**src/hdl/ecfa_pkg.sv**
```systemverilog
`timescale 1ns / 1ps

package ecfa_pkg;

  localparam int FRAME_BYTES = 4;
  localparam int HELD_DEPTH  = FRAME_BYTES - 1;

  // Event codes
  localparam logic [1:0] FUNC_BYTE     = 2'd0;
  localparam logic [1:0] FUNC_RX_ERROR = 2'd1;
  localparam logic [1:0] FUNC_TICK     = 2'd2;
  localparam logic [1:0] FUNC_SET_ZERO = 2'd3;

  // Configuration register indexes
  localparam logic CFG_ENABLE     = 1'b0;
  localparam logic CFG_IDLE_LIMIT = 1'b1;

  localparam logic [15:0] IDLE_LIMIT_RESET = 16'd20;
  localparam logic [15:0] TICK_MAX         = 16'hFFFF;

  typedef struct packed {
    logic [1:0] func;
    logic [7:0] data_byte;
  } ecfa_in_t;

  typedef struct packed {
    logic               frame_done;
    logic signed [31:0] count;
    logic signed [31:0] rel_count;
    logic               zero_accepted;
    logic               partial_dropped;
    logic [1:0]         fill_level;
    logic [31:0]        byte_total;
    logic [31:0]        frame_total;
    logic [31:0]        error_total;
    logic [31:0]        partial_total;
    logic               zero_is_set;
  } ecfa_out_t;

endpackage

```
**src/hdl/encoder_count_frame_assembler.sv**
```systemverilog
`timescale 1ns / 1ps
// The result of an accepted event is registered in the output register.
// Throughput: one event per cycle while the output is not stalled; the output register
// accepts a new transaction in the same cycle the previous result is taken.
// Reset (rst, synchronous): counters, fill level and zero reference clear,
// enable returns to 1 and idle_limit to 20; held frame bytes are not cleared.
module encoder_count_frame_assembler import ecfa_pkg::*; (
  input  logic        clk,
  input  logic        rst,
  input  logic        cfg_wr_en,
  input  logic        cfg_index,
  input  logic [15:0] cfg_wdata,
  input  logic        in_valid,
  output logic        in_ready,
  input  ecfa_in_t    in_data,
  output logic        out_valid,
  input  logic        out_ready,
  output ecfa_out_t   out_data
);

  // Configuration
  logic        enable;
  logic [15:0] idle_limit;

  // Frame and counter state
  logic [7:0]  held_bytes [HELD_DEPTH];
  logic [1:0]  fill_count,      fill_count_next;
  logic [15:0] idle_ticks,      idle_ticks_next;
  logic [31:0] bytes_seen,      bytes_seen_next;
  logic [31:0] frames_seen,     frames_seen_next;
  logic [31:0] errors_seen,     errors_seen_next;
  logic [31:0] partials_seen,   partials_seen_next;
  logic [31:0] latest_count,    latest_count_next;
  logic [31:0] zero_reference,  zero_reference_next;
  logic [31:0] latest_relative, latest_relative_next;
  logic        zero_flag,       zero_flag_next;

  logic        done, accepted, dropped;
  logic        in_fire, hold_byte;
  logic [31:0] raw_frame;
  ecfa_out_t   result;

  assign in_ready = !out_valid || out_ready;
  assign in_fire  = in_valid && in_ready;

  // Assembled frame, little endian, last byte on top
  assign raw_frame = {in_data.data_byte, held_bytes[2], held_bytes[1], held_bytes[0]};

  // Next state for one event
  always_comb begin
    fill_count_next      = fill_count;
    idle_ticks_next      = idle_ticks;
    bytes_seen_next      = bytes_seen;
    frames_seen_next     = frames_seen;
    errors_seen_next     = errors_seen;
    partials_seen_next   = partials_seen;
    latest_count_next    = latest_count;
    zero_reference_next  = zero_reference;
    latest_relative_next = latest_relative;
    zero_flag_next       = zero_flag;
    done                 = 1'b0;
    accepted             = 1'b0;
    dropped              = 1'b0;
    hold_byte            = 1'b0;
    if (enable) begin
      unique case (in_data.func)
        FUNC_BYTE: begin
          bytes_seen_next = bytes_seen + 32'd1;
          idle_ticks_next = '0;
          if (fill_count != 2'(HELD_DEPTH)) begin
            hold_byte       = 1'b1;
            fill_count_next = fill_count + 2'd1;
          end else begin
            latest_count_next    = raw_frame;
            latest_relative_next = zero_flag ? (raw_frame - zero_reference) : raw_frame;
            frames_seen_next     = frames_seen + 32'd1;
            fill_count_next      = '0;
            done                 = 1'b1;
          end
        end
        FUNC_RX_ERROR: begin
          errors_seen_next = errors_seen + 32'd1;
          fill_count_next  = '0;
        end
        FUNC_TICK: begin
          if (idle_ticks != TICK_MAX) idle_ticks_next = idle_ticks + 16'd1;
          if (fill_count != 2'd0 && idle_ticks_next >= idle_limit) begin
            fill_count_next    = '0;
            partials_seen_next = partials_seen + 32'd1;
            dropped            = 1'b1;
          end
        end
        FUNC_SET_ZERO: begin
          if (frames_seen != 32'd0) begin
            zero_reference_next  = latest_count;
            zero_flag_next       = 1'b1;
            latest_relative_next = '0;
            accepted             = 1'b1;
          end
        end
        default: ;
      endcase
    end
  end

  // Result built from the updated state
  always_comb begin
    result.frame_done      = done;
    result.count           = latest_count_next;
    result.rel_count       = latest_relative_next;
    result.zero_accepted   = accepted;
    result.partial_dropped = dropped;
    result.fill_level      = fill_count_next;
    result.byte_total      = bytes_seen_next;
    result.frame_total     = frames_seen_next;
    result.error_total     = errors_seen_next;
    result.partial_total   = partials_seen_next;
    result.zero_is_set     = zero_flag_next;
  end

  // Configuration registers
  always_ff @(posedge clk) begin
    if (rst) begin
      enable     <= 1'b1;
      idle_limit <= IDLE_LIMIT_RESET;
    end else if (cfg_wr_en) begin
      case (cfg_index)
        CFG_ENABLE:     enable     <= cfg_wdata[0];
        CFG_IDLE_LIMIT: idle_limit <= cfg_wdata;
        default: ;
      endcase
    end
  end

  // State update on each accepted transaction
  always_ff @(posedge clk) begin
    if (rst) begin
      fill_count      <= '0;
      idle_ticks      <= '0;
      bytes_seen      <= '0;
      frames_seen     <= '0;
      errors_seen     <= '0;
      partials_seen   <= '0;
      latest_count    <= '0;
      zero_reference  <= '0;
      latest_relative <= '0;
      zero_flag       <= 1'b0;
    end else if (in_fire) begin
      fill_count      <= fill_count_next;
      idle_ticks      <= idle_ticks_next;
      bytes_seen      <= bytes_seen_next;
      frames_seen     <= frames_seen_next;
      errors_seen     <= errors_seen_next;
      partials_seen   <= partials_seen_next;
      latest_count    <= latest_count_next;
      zero_reference  <= zero_reference_next;
      latest_relative <= latest_relative_next;
      zero_flag       <= zero_flag_next;
    end
  end

  // Partial frame bytes, no reset
  always_ff @(posedge clk) begin
    if (in_fire && hold_byte) begin
      held_bytes[fill_count] <= in_data.data_byte;
    end
  end

  // Output register
  always_ff @(posedge clk) begin
    if (rst) begin
      out_valid <= 1'b0;
    end else if (in_ready) begin
      out_valid <= in_valid;
    end
  end

  always_ff @(posedge clk) begin
    if (in_fire) begin
      out_data <= result;
    end
  end

endmodule

```
**config.mk**
```make
export PLATFORM = sky130hd
export DESIGN_NAME = encoder_count_frame_assembler
export DESIGN_NICKNAME = d
export VERILOG_FILES = /design/src/hdl/ecfa_pkg.sv /design/src/hdl/encoder_count_frame_assembler.sv
export SDC_FILE = /design/constraint.sdc
export NUM_CORES = 1
export LEC_CHECK = 0
export ABC_AREA = 1
export BUFFER_PORTS_ARGS = -buffer_cell sky130_fd_sc_hd__buf_4
export CORE_ASPECT_RATIO = 1.5
export CORE_MARGIN = 10
export CORE_UTILIZATION = 30
export CTS_CLUSTER_SIZE = 14
export DETAILED_ROUTE_END_ITERATION = 6
export GPL_ROUTABILITY_DRIVEN = 0
export HOLD_SLACK_MARGIN = 0.12
export PLACE_DENSITY = 0.53
export SLEW_MARGIN = 10
export SYNTH_ARGS = -nofsm -noshare
export SYNTH_HDL_FRONTEND = slang
export SYNTH_SLANG_ARGS = --single-unit
```
**constraint.sdc**
```tcl
create_clock -name clk -period 21.1 [get_ports clk]
set_input_delay 3.165 -clock clk [delete_from_list [all_inputs] [get_ports clk]]
set_output_delay 3.165 -clock clk [all_outputs]
set_load 0.05 [all_outputs]
```
==> results.yml <==
status:
  status: "finished, final reports clean"
pwr:
  clockPowerShare_pct: 38.8
  p_int_w: 0.001694
  leakage_nw: 13.50
  vdd_ir_drop_max_uv: 62.95
  switchingPower_w: 0.0007175
  p_per_area_nw_per_um2: 83.19
  switching_share_pct: 29.76
  power_frac_comb_pct: 15.9
  p_seq_share_pct: 45.3
cells_and_area:
  nets: 3517
  fin_area_sq_um: 28980
  layout-drive-gt1-share_pct: 10.16
  fillers: 8444
  areaGrowthSynthToFinish_pct: 18.08
  insertedDiodeCount: 0
critical_path:
  crit_chain: "buf_4 -> inv_1 -> nand2_1 -> buf_4"
  r2r_start: "idle_ticks[1]"
  slowest_stage: "buf_4"
  reg2reg_depth: 21
  crit_family: "buffers and inverters"
  startpoint_type: "input port"
  endpoint_kind: "output pin"
  critPathArrivalTime_ns: 3.64
  crit_required_ns: 17.94
  crit_fanout: 3
  worst-setup-path-type: "input port to output pin"
  cp_common_cell: "buf_4"
  path_buf_inv: 3
  cp-startpoint: "out_ready"
  cp.depth: 4
  slowest_delay_ns: 0.22
timing:
  post-route-worst-setup-slack_ns: 14.30
  worst_pin_slew_ns: 1.005
  setup_viol_count_final: 0
  fmax_mhz: 147.0
  final_hold_viol_count: 0
  min_period_ns: 6.801
  tns_ns: 0
  fin_skew_ns: 0.03016
  final_max_slew_viol_count: 0
  rsz0062_at_grt: "false"
  slew_headroom_pct: 32.75
  fin_crit_sh_pct: 32.23
logic_synthesis:
  seq_area_frac_synth_pct: 48.45
  syn_nets: 3329
  netlist_instances: 3235
  synth.avg_cell_area_sq_um: 7.588
  synth_edf_count: 222
  syn-cell-area_sq_um: 24550
  ys.flop_type: "dfxtp_1"
  netlist-cell-type-count: 35
  synth_warnings: 0
  synth-async-reset-ratio_pct: 0
  synth-seq-cells: 483
drt:
  drt_iter0_drc: 1127
  route.vias.total: 20572
  drc: 0
  routed_wirelength_um: 76480
  drt.antenna.violating_nets: 0
  avgViaCountPerCell: 4.566
  drtPass1Iterations: 5
  wl_per_cell_um: 16.98
floorplanning:
  die_x_um: 253.6
  dieArea_sq_um: 93900
  initial_core_util_pct: 30.23
  core_region_area_sq_um: 81200
  chipHeight_um: 370.3
  io_pins: 232
  row_count: 128
hold_path:
  min_path_type: "flop to flop"
  hold_depth: 2
  hold_start: "idle_limit[9]"
global_routing:
  antenna_found_initial: 0
  grt_use_total_pct: 16.06
  grt_pass1_vias: 20148
  grt_max_degree: 132
  grt_pass1_wl_um: 117300
  globalRoute.totalOverflow: 0
clocking:
  clock-sinks: 483
  hold_buffers: 0
  htree_levels: 2
  cts_tree: "yes"
  root_buffer: "clkbuf_16"
  cts_max_path_buffers: 3
  clock_latency_ns: 0.62
  numCtsBuffers: 52
  ctsResizeCount: 0
  clk_pin_slew_ns: 0.06
  post_cts_buffers: 0
placed_design:
  place_area_sq_um: 27280
  place_ws_ns: 14.18
  io_buffers: 231
  dpl.hpwl_um: 55590
run:
  maxCapViolCount: 0
-- Yosys cell counts, types with 7 or more instances --
library cell  number  area [sq um]
nor3_1            47         235.2
a211oi_1          44         330.3
buf_2             22         110.1
o211ai_1          14         105.1
dfxtp_1          261          5225
nand4_1           47         294.0
xor2_1            93         814.5
o21ai_0          166         830.8
or2_2              7         43.79
nor2_1           364          1366
nand3_1          200          1001
ha_1              61         763.2
nand2_1          792          2973
clkbuf_1          87         326.6
nor2_2             9         56.30
inv_1            577          2166
a21oi_1          155         775.7
nor4_1            16         100.1
o21bai_1          10         75.07
edfxtp_1         222          6666
-- cells in the final DEF, fill, tap and decap left out, drive strengths merged, types with 7 or more instances in the layout --
cell,instances
or2,7
nor4,17
ha,61
o21bai,10
clkbuf,73
nor2,373
xor2,93
a21oi,155
a211oi,44
nand4,47
o211ai,14
o21ai,172
nor3,50
buf,247
nand3,200
edfxtp,222
dfxtp,261
nand2,795
inv,580
clkinv,17
-- stage by stage --
stage / hold WS [ns] / std cells / util, % / power (W)
final: 0.4615 / 4505 / 35.69 / 0.002411
after global routing: 0.4813 / 4505 / 35.69 / 0.002525
after CTS: 0.4644 / 4505 / 35.69 / 0.002458
after detailed placement: 0.4539 / 4409 / 33.60 / 0.001502
after global placement: 0.4520 / 4409 / 33.60 / 0.001501
after floorplan: 0.4353 / 3235 / - / 0.001376
-- power groups by stage --
stage               sequential (W)  combinational (W)  clock [W]
floorplan                  0.00121           0.000168          0
global placement           0.00111           0.000386          0
detailed placement         0.00111           0.000389          0
CTS                        0.00109           0.000391   0.000973
global route               0.00110           0.000423    0.00100
finish                     0.00109           0.000384   0.000935
-- state kept, by name, summed over array words and instances, names as in the netlist --
name / count
frames_seen: 32
zero_flag: 1
enable: 1
fill_count: 2
held_bytes: 24
latest_relative: 32
errors_seen: 32
bytes_seen: 32
idle_ticks: 16
zero_reference: 32
idle_limit: 16
out_valid: 1
latest_count: 32
out_data: 198
partials_seen: 32
-- cell type report --
type | instances | area (sq um) | share of cell area, %
Timing Repair Buffer | 247 | 1858 | 6.411
Sequential cell | 483 | 11890 | 41.03
Clock inverter | 23 | 226.5 | 0.7814
Inverter | 581 | 2190 | 7.555
Tap cell | 1040 | 1301 | 4.490
Clock buffer | 73 | 1474 | 5.085
Multi-Input combinational cell | 2058 | 10040 | 34.64
-- logic make-up after synthesis --
kind of cell             Yosys count  synth area share, %
buffers and inverters            694                10.72
adder cells (fa/ha/maj)           62                3.191
XOR/XNOR                          99                3.532
AND/OR/NAND/NOR                 1497                25.22
flip-flops                       483                48.45
AO/OA/AOI/OAI                    400                8.890
-- routing by layer --
metal | track usage [%] | vias to the layer above | part of all wire, %
met3 | 2.912 | 137 | 4.5
li1 | - | 10633 | -
met4 | 6.975 | 0 | 4.2
met5 | 0 | - | 0
met2 | 30.43 | 382 | 53
met1 | 16.91 | 9420 | 39
-- worst reg2reg max path, stage by stage (launching register included) --
cell	delay, ns
dfxtp_1	0.40
ha_1	0.21
nand3_1	0.14
nor2_2	0.18
nand2_1	0.14
nor3_2	0.23
nand2_1	0.16
nand3b_1	0.14
xor2_1	0.27
ha_1	0.31
nand2_1	0.07
nand2_1	0.04
nand3_1	0.05
nand2_1	0.05
a21oi_1	0.16
nand3_1	0.12
buf_4	0.22
nand2_1	0.45
inv_1	0.37
o21ai_0	0.35
o21ai_0	0.12
inv_1	0.07
-- path summary, 6_finish.rpt --
path / slack, ns / endpoint
worst max-delay path: 14.30 / in_ready
worst min-delay path: 0.46 / idle_limit[9]
worst max register to register: 16.77 / partials_seen[1]
worst min register to register: 0.46 / idle_limit[9]
(Power assumes the default switching activity.)
